File: config.mk
export PLATFORM = sky130hd
export DESIGN_NAME = spike_rejecting_adaptive_ema_filter
export DESIGN_NICKNAME = d
export VERILOG_FILES = /design/src/sv/sraef_pkg.sv /design/src/sv/sraef_mul.sv /design/src/sv/sraef_div.sv /design/src/sv/sraef_win.sv /design/src/sv/spike_rejecting_adaptive_ema_filter.sv
export SDC_FILE = /design/constraint.sdc
export NUM_CORES = 1
export LEC_CHECK = 0
export BUFFER_PORTS_ARGS = -buffer_cell sky130_fd_sc_hd__buf_2
export CAP_MARGIN = 15
export CORE_MARGIN = 2
export CORE_UTILIZATION = 55
export CTS_BUF_LIST = sky130_fd_sc_hd__clkbuf_4 sky130_fd_sc_hd__clkbuf_8
export CTS_CLUSTER_DIAMETER = 30
export DETAILED_ROUTE_END_ITERATION = 16
export PLACE_DENSITY = 0.85
export SLEW_MARGIN = 0
export SYNTH_ARGS = -nofsm -noshare
export SYNTH_HDL_FRONTEND = slang
export SYNTH_SLANG_ARGS = --single-unit
File: constraint.sdc
create_clock -name clk_i -period 7.33 [get_ports clk_i]
set_input_delay 0.3665 -clock clk_i [delete_from_list [all_inputs] [get_ports clk_i]]
set_output_delay 0.3665 -clock clk_i [all_outputs]
set_load 0.05 [all_outputs]
File: src/sv/sraef_pkg.sv
// ----------------------------------------------------------------------------
// sraef_pkg
// Shared widths, reset values, register indexes and state codes of the
// spike-rejecting adaptive EMA filter.
// ----------------------------------------------------------------------------
package sraef_pkg;

  localparam int LevelW     = 14;
  localparam int AlphaW     = 9;
  localparam int CountW     = 32;
  localparam int ProdW      = LevelW + AlphaW;
  localparam int WindowSize = 5;
  localparam int CfgIdxW    = 2;
  localparam int InTdataW   = 16;
  localparam int OutTdataW  = 4 * LevelW + CountW;

  localparam logic [LevelW-1:0] SpikeThrRst = LevelW'(2400);
  localparam logic [LevelW-1:0] FastThrRst  = LevelW'(480);
  localparam logic [AlphaW-1:0] AlphaFastRst = AlphaW'(128);
  localparam logic [AlphaW-1:0] AlphaSlowRst = AlphaW'(51);

  typedef enum logic [CfgIdxW-1:0] {
    CFG_SPIKE_THR  = 2'd0,
    CFG_FAST_THR   = 2'd1,
    CFG_ALPHA_FAST = 2'd2,
    CFG_ALPHA_SLOW = 2'd3
  } cfg_reg_e;

  typedef enum logic [2:0] {
    ST_IDLE,
    ST_DECIDE,
    ST_START,
    ST_RUN,
    ST_DONE
  } state_e;

  typedef struct packed {
    logic mul_start;
    logic div_start;
    logic win_push;
    logic load_out;
  } ctrl_t;

endpackage

File: src/sv/sraef_mul.sv
// ----------------------------------------------------------------------------
// sraef_mul
// Bit-serial shift-add multiplier: alpha times distance, one alpha bit per
// cycle, unsigned.
// ----------------------------------------------------------------------------
module sraef_mul (
  input  logic                               clk_i,
  input  logic                               rst_ni,
  input  logic                               start_i,
  input  logic [sraef_pkg::AlphaW-1:0]       alpha_i,
  input  logic [sraef_pkg::LevelW-1:0]       dist_i,
  output logic                               busy_o,
  output logic [sraef_pkg::ProdW-1:0]        prod_o
);

  localparam int AW   = sraef_pkg::AlphaW;
  localparam int BW   = sraef_pkg::LevelW;
  localparam int PW   = sraef_pkg::ProdW;
  localparam int CntW = $clog2(AW + 1);

  logic [PW-1:0]   p_q, p_d;
  logic [BW-1:0]   b_q;
  logic [CntW-1:0] cnt_q;
  logic            busy_q;
  logic [BW:0]     acc;

  always_comb begin
    acc = {1'b0, p_q[PW-1:AW]} + (p_q[0] ? {1'b0, b_q} : '0);
    p_d = {acc, p_q[AW-1:1]};
  end

  always_ff @(posedge clk_i or negedge rst_ni) begin
    if (!rst_ni) begin
      p_q    <= '0;
      b_q    <= '0;
      cnt_q  <= '0;
      busy_q <= 1'b0;
    end else if (start_i) begin
      p_q    <= {{BW{1'b0}}, alpha_i};
      b_q    <= dist_i;
      cnt_q  <= CntW'(AW);
      busy_q <= 1'b1;
    end else if (busy_q) begin
      p_q   <= p_d;
      cnt_q <= cnt_q - 1'b1;
      if (cnt_q == CntW'(1)) begin
        busy_q <= 1'b0;
      end
    end
  end

  assign busy_o = busy_q;
  assign prod_o = p_q;

endmodule

File: src/sv/sraef_div.sv
// ----------------------------------------------------------------------------
// sraef_div
// Restoring divider, one quotient bit per cycle, for the window mean.
// ----------------------------------------------------------------------------
module sraef_div #(
  parameter int NumW = 17,
  parameter int DenW = 3
) (
  input  logic            clk_i,
  input  logic            rst_ni,
  input  logic            start_i,
  input  logic [NumW-1:0] num_i,
  input  logic [DenW-1:0] den_i,
  output logic            busy_o,
  output logic [NumW-1:0] quo_o
);

  localparam int CntW = $clog2(NumW + 1);

  logic [DenW-1:0] rem_q, den_q;
  logic [NumW-1:0] quo_q;
  logic [CntW-1:0] cnt_q;
  logic            busy_q;
  logic [DenW:0]   shifted, diff;
  logic            fits;

  always_comb begin
    shifted = {rem_q, quo_q[NumW-1]};
    fits    = shifted >= {1'b0, den_q};
    diff    = shifted - {1'b0, den_q};
  end

  always_ff @(posedge clk_i or negedge rst_ni) begin
    if (!rst_ni) begin
      rem_q  <= '0;
      den_q  <= '0;
      quo_q  <= '0;
      cnt_q  <= '0;
      busy_q <= 1'b0;
    end else if (start_i) begin
      rem_q  <= '0;
      den_q  <= den_i;
      quo_q  <= num_i;
      cnt_q  <= CntW'(NumW);
      busy_q <= 1'b1;
    end else if (busy_q) begin
      rem_q <= fits ? diff[DenW-1:0] : shifted[DenW-1:0];
      quo_q <= {quo_q[NumW-2:0], fits};
      cnt_q <= cnt_q - 1'b1;
      if (cnt_q == CntW'(1)) begin
        busy_q <= 1'b0;
      end
    end
  end

  assign busy_o = busy_q;
  assign quo_o  = quo_q;

endmodule

File: src/sv/sraef_win.sv
// ----------------------------------------------------------------------------
// sraef_win
// Circular window of accepted samples with running sum and fill count.
// ----------------------------------------------------------------------------
module sraef_win #(
  parameter int WINDOW_SIZE = sraef_pkg::WindowSize
) (
  input  logic                                            clk_i,
  input  logic                                            rst_ni,
  input  logic                                            push_i,
  input  logic [sraef_pkg::LevelW-1:0]                    sample_i,
  output logic [sraef_pkg::LevelW+$clog2(WINDOW_SIZE+1)-1:0] sum_o,
  output logic [$clog2(WINDOW_SIZE+1)-1:0]                fill_o
);

  localparam int LW    = sraef_pkg::LevelW;
  localparam int FillW = $clog2(WINDOW_SIZE + 1);
  localparam int SumW  = LW + FillW;
  localparam int SlotW = (WINDOW_SIZE > 1) ? $clog2(WINDOW_SIZE) : 1;

  logic [LW-1:0]    store_q [WINDOW_SIZE];
  logic [SlotW-1:0] slot_q;
  logic [FillW-1:0] fill_q;
  logic [SumW-1:0]  sum_q;

  always_ff @(posedge clk_i or negedge rst_ni) begin
    if (!rst_ni) begin
      for (int i = 0; i < WINDOW_SIZE; i++) begin
        store_q[i] <= '0;
      end
      slot_q <= '0;
      fill_q <= '0;
      sum_q  <= '0;
    end else if (push_i) begin
      sum_q           <= sum_q - SumW'(store_q[slot_q]) + SumW'(sample_i);
      store_q[slot_q] <= sample_i;
      slot_q          <= (slot_q == SlotW'(WINDOW_SIZE - 1)) ? '0 : slot_q + 1'b1;
      if (fill_q != FillW'(WINDOW_SIZE)) begin
        fill_q <= fill_q + 1'b1;
      end
    end
  end

  assign sum_o  = sum_q;
  assign fill_o = fill_q;

endmodule

File: src/sv/spike_rejecting_adaptive_ema_filter.sv
// ----------------------------------------------------------------------------
// spike_rejecting_adaptive_ema_filter
// Adaptive EMA with spike rejection, min/max tracking and a windowed mean.
// ----------------------------------------------------------------------------
// Usage:
//   s_axis carries one sample per item (tdata[13:0], 4 fraction bits).
//   m_axis returns one result per item: tdata holds filtered level, window
//   mean, min, max and the saturating reject count; tuser is the spike flag.
//   cfg writes a register by index: 0 spike threshold, 1 fast threshold,
//   2 fast alpha, 3 slow alpha. cfg_ready_o is always high; write only
//   while no item is in flight.
//   Steps: an item is taken in the idle state, then decide, start, run (while
//   the serial units work) and done, which loads the output register. One
//   item is in work at a time, so a new item is taken only after the last
//   one is loaded into the output register; the bit-serial divider that forms
//   the mean runs longer than the serial multiplier beside it.
//   The result waits in an output register, so the next item is taken while
//   it is stalled; a further result holds in its last step until m_axis_tready.
//   Reset loads the register defaults, clears the EMA, min, max, counter and
//   window, and the next sample loads the EMA, min and max.
// ----------------------------------------------------------------------------
module spike_rejecting_adaptive_ema_filter #(
  parameter int WINDOW_SIZE = sraef_pkg::WindowSize
) (
  input  logic                               clk_i,
  input  logic                               rst_ni,
  input  logic                               s_axis_tvalid,
  output logic                               s_axis_tready,
  input  logic [sraef_pkg::InTdataW-1:0]     s_axis_tdata,   // sample
  output logic                               m_axis_tvalid,
  input  logic                               m_axis_tready,
  // filtered_level, window_mean, min_level, max_level, rejected_count
  output logic [sraef_pkg::OutTdataW-1:0]    m_axis_tdata,
  output logic                               m_axis_tuser,   // spike_flag
  input  logic                               cfg_valid_i,
  output logic                               cfg_ready_o,
  input  logic [sraef_pkg::CfgIdxW-1:0]      cfg_index_i,
  input  logic [sraef_pkg::LevelW-1:0]       cfg_data_i
);

  localparam int LW    = sraef_pkg::LevelW;
  localparam int AW    = sraef_pkg::AlphaW;
  localparam int CW    = sraef_pkg::CountW;
  localparam int PW    = sraef_pkg::ProdW;
  localparam int FillW = $clog2(WINDOW_SIZE + 1);
  localparam int SumW  = LW + FillW;

  sraef_pkg::state_e state_q, state_d;
  sraef_pkg::ctrl_t  ctrl;

  logic [LW-1:0] spike_thr_q, fast_thr_q;
  logic [AW-1:0] alpha_fast_q, alpha_slow_q, alpha_q;
  logic [LW-1:0] sample_q, ema_q, min_q, max_q, dist_q, dist_abs;
  logic [CW-1:0] rej_q;
  logic          first_q, spike_q, upd_q, neg_q;
  logic          is_neg, is_spike;

  logic [SumW-1:0]  win_sum, quo;
  logic [FillW-1:0] win_fill;
  logic             mul_busy, div_busy;
  logic [PW-1:0]    prod;

  logic [LW:0]   step_up, step_dn;
  logic [LW+1:0] ema_up;
  logic [LW-1:0] ema_new, mean;

  logic          out_valid_q;
  logic [LW-1:0] out_ema_q, out_mean_q, out_min_q, out_max_q;
  logic          out_spike_q;
  logic [CW-1:0] out_rej_q;

  // configuration
  assign cfg_ready_o = 1'b1;

  always_ff @(posedge clk_i or negedge rst_ni) begin
    if (!rst_ni) begin
      spike_thr_q  <= sraef_pkg::SpikeThrRst;
      fast_thr_q   <= sraef_pkg::FastThrRst;
      alpha_fast_q <= sraef_pkg::AlphaFastRst;
      alpha_slow_q <= sraef_pkg::AlphaSlowRst;
    end else if (cfg_valid_i) begin
      case (sraef_pkg::cfg_reg_e'(cfg_index_i))
        sraef_pkg::CFG_SPIKE_THR:  spike_thr_q  <= cfg_data_i;
        sraef_pkg::CFG_FAST_THR:   fast_thr_q   <= cfg_data_i;
        sraef_pkg::CFG_ALPHA_FAST: alpha_fast_q <= cfg_data_i[AW-1:0];
        sraef_pkg::CFG_ALPHA_SLOW: alpha_slow_q <= cfg_data_i[AW-1:0];
        default: ;
      endcase
    end
  end

  // decision on the captured sample
  always_comb begin
    is_neg   = sample_q < ema_q;
    dist_abs = is_neg ? (ema_q - sample_q) : (sample_q - ema_q);
    is_spike = !first_q && (dist_abs > spike_thr_q);
  end

  // EMA step from the serial product: floor toward minus infinity
  always_comb begin
    step_up = prod[PW-1:8];
    step_dn = prod[PW-1:8] + {{LW{1'b0}}, (prod[7:0] != 8'd0)};
    ema_up  = {2'b00, ema_q} + {1'b0, step_up};
    if (neg_q) begin
      ema_new = (step_dn > {1'b0, ema_q}) ? '0 : ema_q - step_dn[LW-1:0];
    end else begin
      ema_new = (ema_up > (LW+2)'({LW{1'b1}})) ? {LW{1'b1}} : ema_up[LW-1:0];
    end
    mean = (win_fill == '0) ? '0 : quo[LW-1:0];
  end

  // sequencer
  always_ff @(posedge clk_i or negedge rst_ni) begin
    if (!rst_ni) begin
      state_q <= sraef_pkg::ST_IDLE;
    end else begin
      state_q <= state_d;
    end
  end

  always_comb begin
    state_d = state_q;
    ctrl    = '0;
    case (state_q)
      sraef_pkg::ST_IDLE: begin
        if (s_axis_tvalid) begin
          state_d = sraef_pkg::ST_DECIDE;
        end
      end
      sraef_pkg::ST_DECIDE: begin
        ctrl.win_push = !is_spike;
        state_d       = sraef_pkg::ST_START;
      end
      sraef_pkg::ST_START: begin
        ctrl.mul_start = 1'b1;
        ctrl.div_start = 1'b1;
        state_d        = sraef_pkg::ST_RUN;
      end
      sraef_pkg::ST_RUN: begin
        if (!mul_busy && !div_busy) begin
          state_d = sraef_pkg::ST_DONE;
        end
      end
      sraef_pkg::ST_DONE: begin
        if (!out_valid_q || m_axis_tready) begin
          ctrl.load_out = 1'b1;
          state_d       = sraef_pkg::ST_IDLE;
        end
      end
      default: state_d = sraef_pkg::ST_IDLE;
    endcase
  end

  assign s_axis_tready = (state_q == sraef_pkg::ST_IDLE);

  // filter state
  always_ff @(posedge clk_i or negedge rst_ni) begin
    if (!rst_ni) begin
      sample_q <= '0;
      ema_q    <= '0;
      min_q    <= '0;
      max_q    <= '0;
      dist_q   <= '0;
      alpha_q  <= '0;
      rej_q    <= '0;
      first_q  <= 1'b1;
      spike_q  <= 1'b0;
      upd_q    <= 1'b0;
      neg_q    <= 1'b0;
    end else begin
      if (s_axis_tvalid && s_axis_tready) begin
        sample_q <= s_axis_tdata[LW-1:0];
      end
      if (state_q == sraef_pkg::ST_DECIDE) begin
        dist_q  <= dist_abs;
        neg_q   <= is_neg;
        alpha_q <= (dist_abs > fast_thr_q) ? alpha_fast_q : alpha_slow_q;
        if (first_q) begin
          ema_q   <= sample_q;
          min_q   <= sample_q;
          max_q   <= sample_q;
          first_q <= 1'b0;
          upd_q   <= 1'b0;
        end else begin
          if (sample_q < min_q) min_q <= sample_q;
          if (sample_q > max_q) max_q <= sample_q;
          spike_q <= is_spike;
          upd_q   <= !is_spike;
          if (is_spike && (rej_q != {CW{1'b1}})) begin
            rej_q <= rej_q + 1'b1;
          end
        end
      end
      if (ctrl.load_out && upd_q) begin
        ema_q <= ema_new;
      end
    end
  end

  sraef_mul u_mul (
    .clk_i   (clk_i),
    .rst_ni  (rst_ni),
    .start_i (ctrl.mul_start),
    .alpha_i (alpha_q),
    .dist_i  (dist_q),
    .busy_o  (mul_busy),
    .prod_o  (prod)
  );

  sraef_win #(
    .WINDOW_SIZE (WINDOW_SIZE)
  ) u_win (
    .clk_i    (clk_i),
    .rst_ni   (rst_ni),
    .push_i   (ctrl.win_push),
    .sample_i (sample_q),
    .sum_o    (win_sum),
    .fill_o   (win_fill)
  );

  sraef_div #(
    .NumW (SumW),
    .DenW (FillW)
  ) u_div (
    .clk_i   (clk_i),
    .rst_ni  (rst_ni),
    .start_i (ctrl.div_start),
    .num_i   (win_sum),
    .den_i   (win_fill),
    .busy_o  (div_busy),
    .quo_o   (quo)
  );

  // output register
  always_ff @(posedge clk_i or negedge rst_ni) begin
    if (!rst_ni) begin
      out_valid_q <= 1'b0;
      out_ema_q   <= '0;
      out_mean_q  <= '0;
      out_min_q   <= '0;
      out_max_q   <= '0;
      out_spike_q <= 1'b0;
      out_rej_q   <= '0;
    end else if (ctrl.load_out) begin
      out_valid_q <= 1'b1;
      out_ema_q   <= upd_q ? ema_new : ema_q;
      out_mean_q  <= mean;
      out_min_q   <= min_q;
      out_max_q   <= max_q;
      out_spike_q <= spike_q;
      out_rej_q   <= rej_q;
    end else if (m_axis_tready) begin
      out_valid_q <= 1'b0;
    end
  end

  assign m_axis_tvalid = out_valid_q;
  assign m_axis_tdata  = {out_rej_q, out_max_q, out_min_q, out_mean_q, out_ema_q};
  assign m_axis_tuser  = out_spike_q;

`ifndef NO_ASSERTIONS
  a_min_le_max: assert property (@(posedge clk_i) disable iff (!rst_ni)
    !first_q |-> (min_q <= max_q))
    else $error("min above max");

  a_fill_nonzero: assert property (@(posedge clk_i) disable iff (!rst_ni)
    (!first_q && state_q != sraef_pkg::ST_DECIDE) |-> (win_fill != '0))
    else $error("empty window after first sample");

  a_rej_monotonic: assert property (@(posedge clk_i) disable iff (!rst_ni)
    1'b1 |=> (rej_q >= $past(rej_q)))
    else $error("reject count decreased");

  a_load_valid: assert property (@(posedge clk_i) disable iff (!rst_ni)
    ctrl.load_out |=> out_valid_q)
    else $error("result lost at output register");

  a_units_idle: assert property (@(posedge clk_i) disable iff (!rst_ni)
    (state_q == sraef_pkg::ST_DONE) |-> (!mul_busy && !div_busy))
    else $error("serial unit busy at result");
`endif

endmodule

### Word level (Yosys, flattened, before mapping)

Index checks and enable logic that the tools add are counted.

| word-level totals | value |
|---|---|
| register bits | 418 |
| input bits | 37 |
| output and inout bits | 92 |
| logic and storage cells | 165 |

| operators by class | value |
|---|---|
| $add $sub $neg | 14 |
| order comparisons | 10 |
| equality and inequality tests | 15 |
| multiplexer cells | 50 |
| bitwise gates (word level) | 2 |
| reduce and logical (&&, ||, !) cells | 34 |

Operators with widths:

| kind | count |
|---|---|
| $mux 14 | 17 |
| $bwmux 70 | 1 |
| $mux 23 | 2 |
| $bmux 14 s3 | 1 |
| $demux 14 s3 | 1 |
| $gt 14x14->1 | 3 |
| $sub 14x14->14 | 3 |
| $mux 17 | 2 |
| $add 32x1->32 const B | 1 |
| $ne 32x32->1 const B | 1 |
| $lt 14x14->1 | 2 |
| $mux 3 | 7 |
| $reduce_and 2->1 | 9 |
| $add 17x14->17 | 1 |
| $sub 17x14->17 | 1 |
| $add 14x15->16 | 1 |
| $gt 16x14->1 const B | 1 |
| $add 14x15->15 | 1 |
| $add 15x1->15 | 1 |
| $gt 15x14->1 | 1 |
| $pmux 3 s5 | 1 |
| $reduce_bool 2->1 | 7 |
| $mux 1 | 12 |
| $mux 5 | 2 |
| 28 further kinds | 46 |

### Depth between registers and ports, before layout

| logic depth | value |
|---|---|
| depth after elaboration | 7 |
| gate-level depth with buffers | 24 |
| mapped depth without buffers | 20 |

### By module

A second synthesis with hierarchy kept.

| second synthesis, totals | value |
|---|---|
| cell total of the unflattened synthesis | 2459 |
| area total of the unflattened synthesis | 24065.6 sq um |

By module, submodules not included:

| module | times used | cells an instance | area an instance (sq um) | sequential area each (sq um) |
|---|---|---|---|---|
| spike_rejecting_adaptive_ema_filter | 1 | 1563 | 14677.8 | 6373.6 |
| sraef_win | 1 | 499 | 5390.2 | 2327.2 |
| sraef_mul | 1 | 258 | 2547.4 | 1051.0 |
| sraef_div | 1 | 139 | 1450.1 | 725.7 |

### Worst setup path after synthesis

Ideal clock, no wire load.

| timing | value |
|---|---|
| kind | reg2reg |
| start | register sample_q[9] |
| end | register u_win.store_q[59] (netlist name) |
| library setup time | 0.125 ns |
| arrival time | 5.064 ns |
| slack | 2.142 ns |
| cell stages (with the launch flop) | 24 |
| path buffers | 6 |
| cell sequence | dfrtp_1 -> clkbuf_1 -> inv_1 -> ha_1 -> buf_2 -> and3_1 -> a2111oi_4 -> a31o_2 -> nand3_2 -> buf_6 -> buf_6 -> mux2_2 -> xnor2_1 -> ha_1 -> and4_1 -> nand4_1 -> o21bai_1 -> a31oi_1 -> o32ai_4 -> o21a_1 -> buf_2 -> nand3b_1 -> buf_4 -> mux2_2 |

| on the way | value |
|---|---|
| cells in the longest elaborated chain, start to end | 6 |

Ends and longest elaborated chain:

| element | RTL line | RTL |
|---|---|---|
| start: declaration | spike_rejecting_adaptive_ema_filter.sv:53 | `logic [LW-1:0] sample_q, ema_q, min_q, max_q, dist_q, dist_abs;` |
| start signal: assignment | spike_rejecting_adaptive_ema_filter.sv:172 | `sample_q <= s_axis_tdata[LW-1:0];` |
| $lt 14x14->1 | spike_rejecting_adaptive_ema_filter.sv:94 | `is_neg = sample_q < ema_q;` |
| $mux 14 | spike_rejecting_adaptive_ema_filter.sv:95 | `dist_abs = is_neg ? (ema_q - sample_q) : (sample_q - ema_q);` |
| via dist_abs[6] | spike_rejecting_adaptive_ema_filter.sv:53 |  |
| $gt 14x14->1 | spike_rejecting_adaptive_ema_filter.sv:96 | `is_spike = !first_q && (dist_abs > spike_thr_q);` |
| $logic_and 1x1->1 | spike_rejecting_adaptive_ema_filter.sv:96 |  |
| $logic_not 1->1 | spike_rejecting_adaptive_ema_filter.sv:131 | `ctrl.win_push = !is_spike;` |
| $mux 1 | spike_rejecting_adaptive_ema_filter.sv:124 | `case (state_q)` |
| end signal: indexed assignment | sraef_win.sv:36 | `store_q[slot_q] <= sample_i;` |
| end: declaration | sraef_win.sv:21 | `logic [LW-1:0] store_q [WINDOW_SIZE];` |

The timed path passes the listed nets, and every way through them passes these cells.
A chain may end at the register's enable or synchronous reset.

### Worst setup path in the final report

| timing | value |
|---|---|
| start | register sample_q[10] |
| end | register u_win.store_q[1] (netlist name) |

The elaborated chain is that of the path after synthesis.

==> results.md <==
- WL/cell: 20.5 microns
- Initial drt markers: 1940
- Root Driver: clkbuf_8
- Fin crit share: 88.0%
- Top-level I/O count: 129
- Synth top cells by count: dfrtp_1 (404), nand2_1 (290), inv_1 (189)
- Share of layout cells above drive strength 1: 20.1%
- RSZ-0062 raised after global routing: false
- 1st-pass router iterations: 6
- WL final: 68100 microns
- Startpoint types: flip-flop
- CTS tree: done
- Pre-CTS WS: 1030 ps
- Placer Congestion: 0.960
- Post-synth EDFFs: 0
- Die width: 215 microns
- Largest area contributor in the netlist: dfrtp_1
- Initial antenna violation count: 0
- Post-Synthesis Cells: 2497
- Worst-path cell chain: buf_4 > inv_1 > ha_1 > and3_1 > a2111oi_4 > a31o_2 > nand3_2 > mux2_2 > xnor2_1 > ha_1 > and4_1 > nand4_1 > o21bai_1 > a31oi_1 > o32ai_4 > o21a_1 > buf_4 > and2_1 > mux2_2
- Final worst slack: 881 ps
- Setup total negative slack: 0 ps
- Synth top area cells: dfrtp_1 (41%), ha_1 (8.6%), mux2_2 (6.6%)
- Most common cell in the netlist: dfrtp_1
- Slew Limit Headroom: 16.0%
- Clk sinks: 418
- Dpl hpwl: 46600 microns
- Starting density of the core: 55.6%
- Die Area: 0.0463 sq mm
- First-pass GRT wire length: 110000 microns
- Fill cell count: 3335
- Reg2Reg Depth: 19
- Clock Path Buffers: 3
- Mapped Nets: 2723
- Minimum clock period: 6450 ps
- Core ar.: 0.0441 sq mm
- Critical path fanouts, max: 20
- # Max-Cap Violations: 0
- Peak VDD IR: 314 uV
- Worst-path clk slew: 50 ps
- Syn avg cell area: 9.82 sq um
- Total grt overflow: 0
- CTS Buf Count: 94
- Tot Pwr: 14.3 mW
- Cell Area, Synth: 0.0245 sq mm
- Worst skew pair latency: 690 ps
- Worst-margin pin slew: 1260 ps
- Final Cell Area: 0.0283 sq mm
- Max Clk Rate: 0.155 GHz
- Placed Cells: 3122
- Hold_ws: 60.2 ps
- Unique cell type count in the Yosys netlist: 79
- H-tree depth: 3
- # DRC: 0
- Share of the synthesized area in the top cell type: 41.2%
- Placed instance area: 0.0257 sq mm
- P&R area growth vs syn: 15.6%
- Slew Limit Fails: 0
- Slowest-stage cell, CP: and2_1
- Hold Vio Cnt, Final: 0
- WS Path Type: reg -> reg
- Required time worst endpoint: 7890 ps
- Synthesis Warnings: 0
- Fin cells: 3330
- Vias in the first global route: 20700
- Yosys reg bits: 418
- PwrDens: 503 mW/mm^2
- Post-layout net count: 2883
- Element type at the critical path end: flip-flop
- Utilization after layout: 64.2%
- Prevailing post-synth register cell: dfrtp_1
- Slowest cell delay on critical path: 580 ps
- Static Leak: 13.9 nW
- Hold path cells: 4
- Routed via count: 20200
- Worst hold-check path type: in -> reg
- DR vias/cell: 6.07
- Async S/R FF share, synth: 100%
- Largest net degree at the start of global routing: 174
- Final ANT Viol Nets: 0
- Gr usage total: 29.8%
- Worst Skew: 23.6 ps
- Postcts setup bufs: 0
- Final setup vio count: 0
- Post-synthesis sequential area ratio: 42.7%
- Die height: 215 microns
- # diodes: 0
- IO buf count: 125
- FP Rows: 77
- Crit path DAT: 7010 ps
- Status: finished clean
[placed cells by master (no fill, tap or decap), drive strengths merged, types with 28 or more instances in the layout]
master	Yosys	final
dfrtp	404	404
nand2	290	290
inv	189	189
o21ai	189	189
ha	169	169
buf	24	161
mux2	154	154
nor2	125	125
clkbuf	103	122
a21oi	91	91
nand3	90	90
xnor2	76	76
mux2i	44	44
and3	39	39
nand4	36	36
a31oi	30	30
o211ai	30	30
and2	30	30
a21o	29	29
dlygate4sd3	0	29
xor2	28	28
[metal layers]
| metal | part of all wire, % | global-route usage (%) | vias up |
|---|---|---|---|
| met4 | 5.0 | 15.8 | 0 |
| li1 | - | - | 9148 |
| met3 | 7.5 | 5.97 | 235 |
| met1 | 41 | 38.4 | 9925 |
| met2 | 47 | 47.5 | 894 |
| met5 | 0 | 0 | - |
[registers in the layout (all words and copies together) (netlist names), 4 cells and up]
| register | flops |
|---|---|
| u_win.store_q | 70 |
| out_rej_q | 32 |
| rej_q | 32 |
| u_mul.prod_o | 23 |
| u_div.quo_o | 17 |
| u_win.sum_o | 17 |
| dist_q | 14 |
| ema_q | 14 |
| fast_thr_q | 14 |
| max_q | 14 |
| min_q | 14 |
| out_ema_q | 14 |
| out_max_q | 14 |
| out_mean_q | 14 |
| out_min_q | 14 |
| sample_q | 14 |
| spike_thr_q | 14 |
| u_mul.b_q | 14 |
| alpha_fast_q | 9 |
| alpha_q | 9 |
| alpha_slow_q | 9 |
| u_div.cnt_q | 5 |
| u_mul.cnt_q | 4 |
[worst paths after layout]
kind	from	to	slack, ps
max	sample_q[10]$_DFFE_PN0P_	u_win.store_q[1]$_DFFE_PN0P_	880
min	s_axis_tvalid	state_q[0]$_DFFE_PN0P_	60
max reg2reg	sample_q[10]$_DFFE_PN0P_	u_win.store_q[1]$_DFFE_PN0P_	880
min reg2reg	alpha_q[3]$_DFFE_PN0P_	u_mul.prod_o[3]$_DFFE_PN0P_	470
max in group asynchronous	rst_ni	rej_q[7]$_DFFE_PN0P_	5440
min in group asynchronous	rst_ni	alpha_fast_q[3]$_DFFE_PN0P_	370
[cells by family after synthesis]
logic type	Yosys count	share of synthesized area, %
AOI/OAI and AO/OA	533	14.0
xor gates and xnor gates	104	3.72
adders and majority gates	189	10.3
buffers and inverters	316	5.00
DFF	418	42.7
muxes	211	10.2
other	1	0.0153
and+or+nand+nor	725	14.1
[report_power, final]
group	switching, mW	internal, mW	leakage (nW)
combinational	4.47	2.93	7.42
sequential	0.627	3.00	5.29
clock	1.18	2.05	1.18
[worst max-delay path: cells and delay by family, from the launching register on]
| family | cells | cell delay (ps) |
|---|---|---|
| DFF | 1 | 320 |
| buffers and inverters | 3 | 680 |
| xor gates and xnor gates | 1 | 430 |
| muxes | 2 | 860 |
| and+or+nand+nor | 5 | 1620 |
| adders and majority gates | 2 | 810 |
| AOI/OAI and AO/OA | 6 | 1560 |
[final cells by class]
cell class | instances | area (sq um) | area share (%)
Timing Repair Buffer | 191 | 1210 | 4.28
Clock buffer | 121 | 1600 | 5.65
Multi-Input combinational cell | 1763 | 12800 | 45.3
Inverter | 189 | 709 | 2.50
Tap cell | 592 | 741 | 2.61
Sequential cell | 418 | 10500 | 37.0
Clock inverter | 56 | 752 | 2.65
[timing repair]
action	in CTS	in global routing
hold endpoints to repair	163	0
resized for setup	0	0
hold buffers	29	0
No activity file was read; power rests on OpenSTA's default activity.
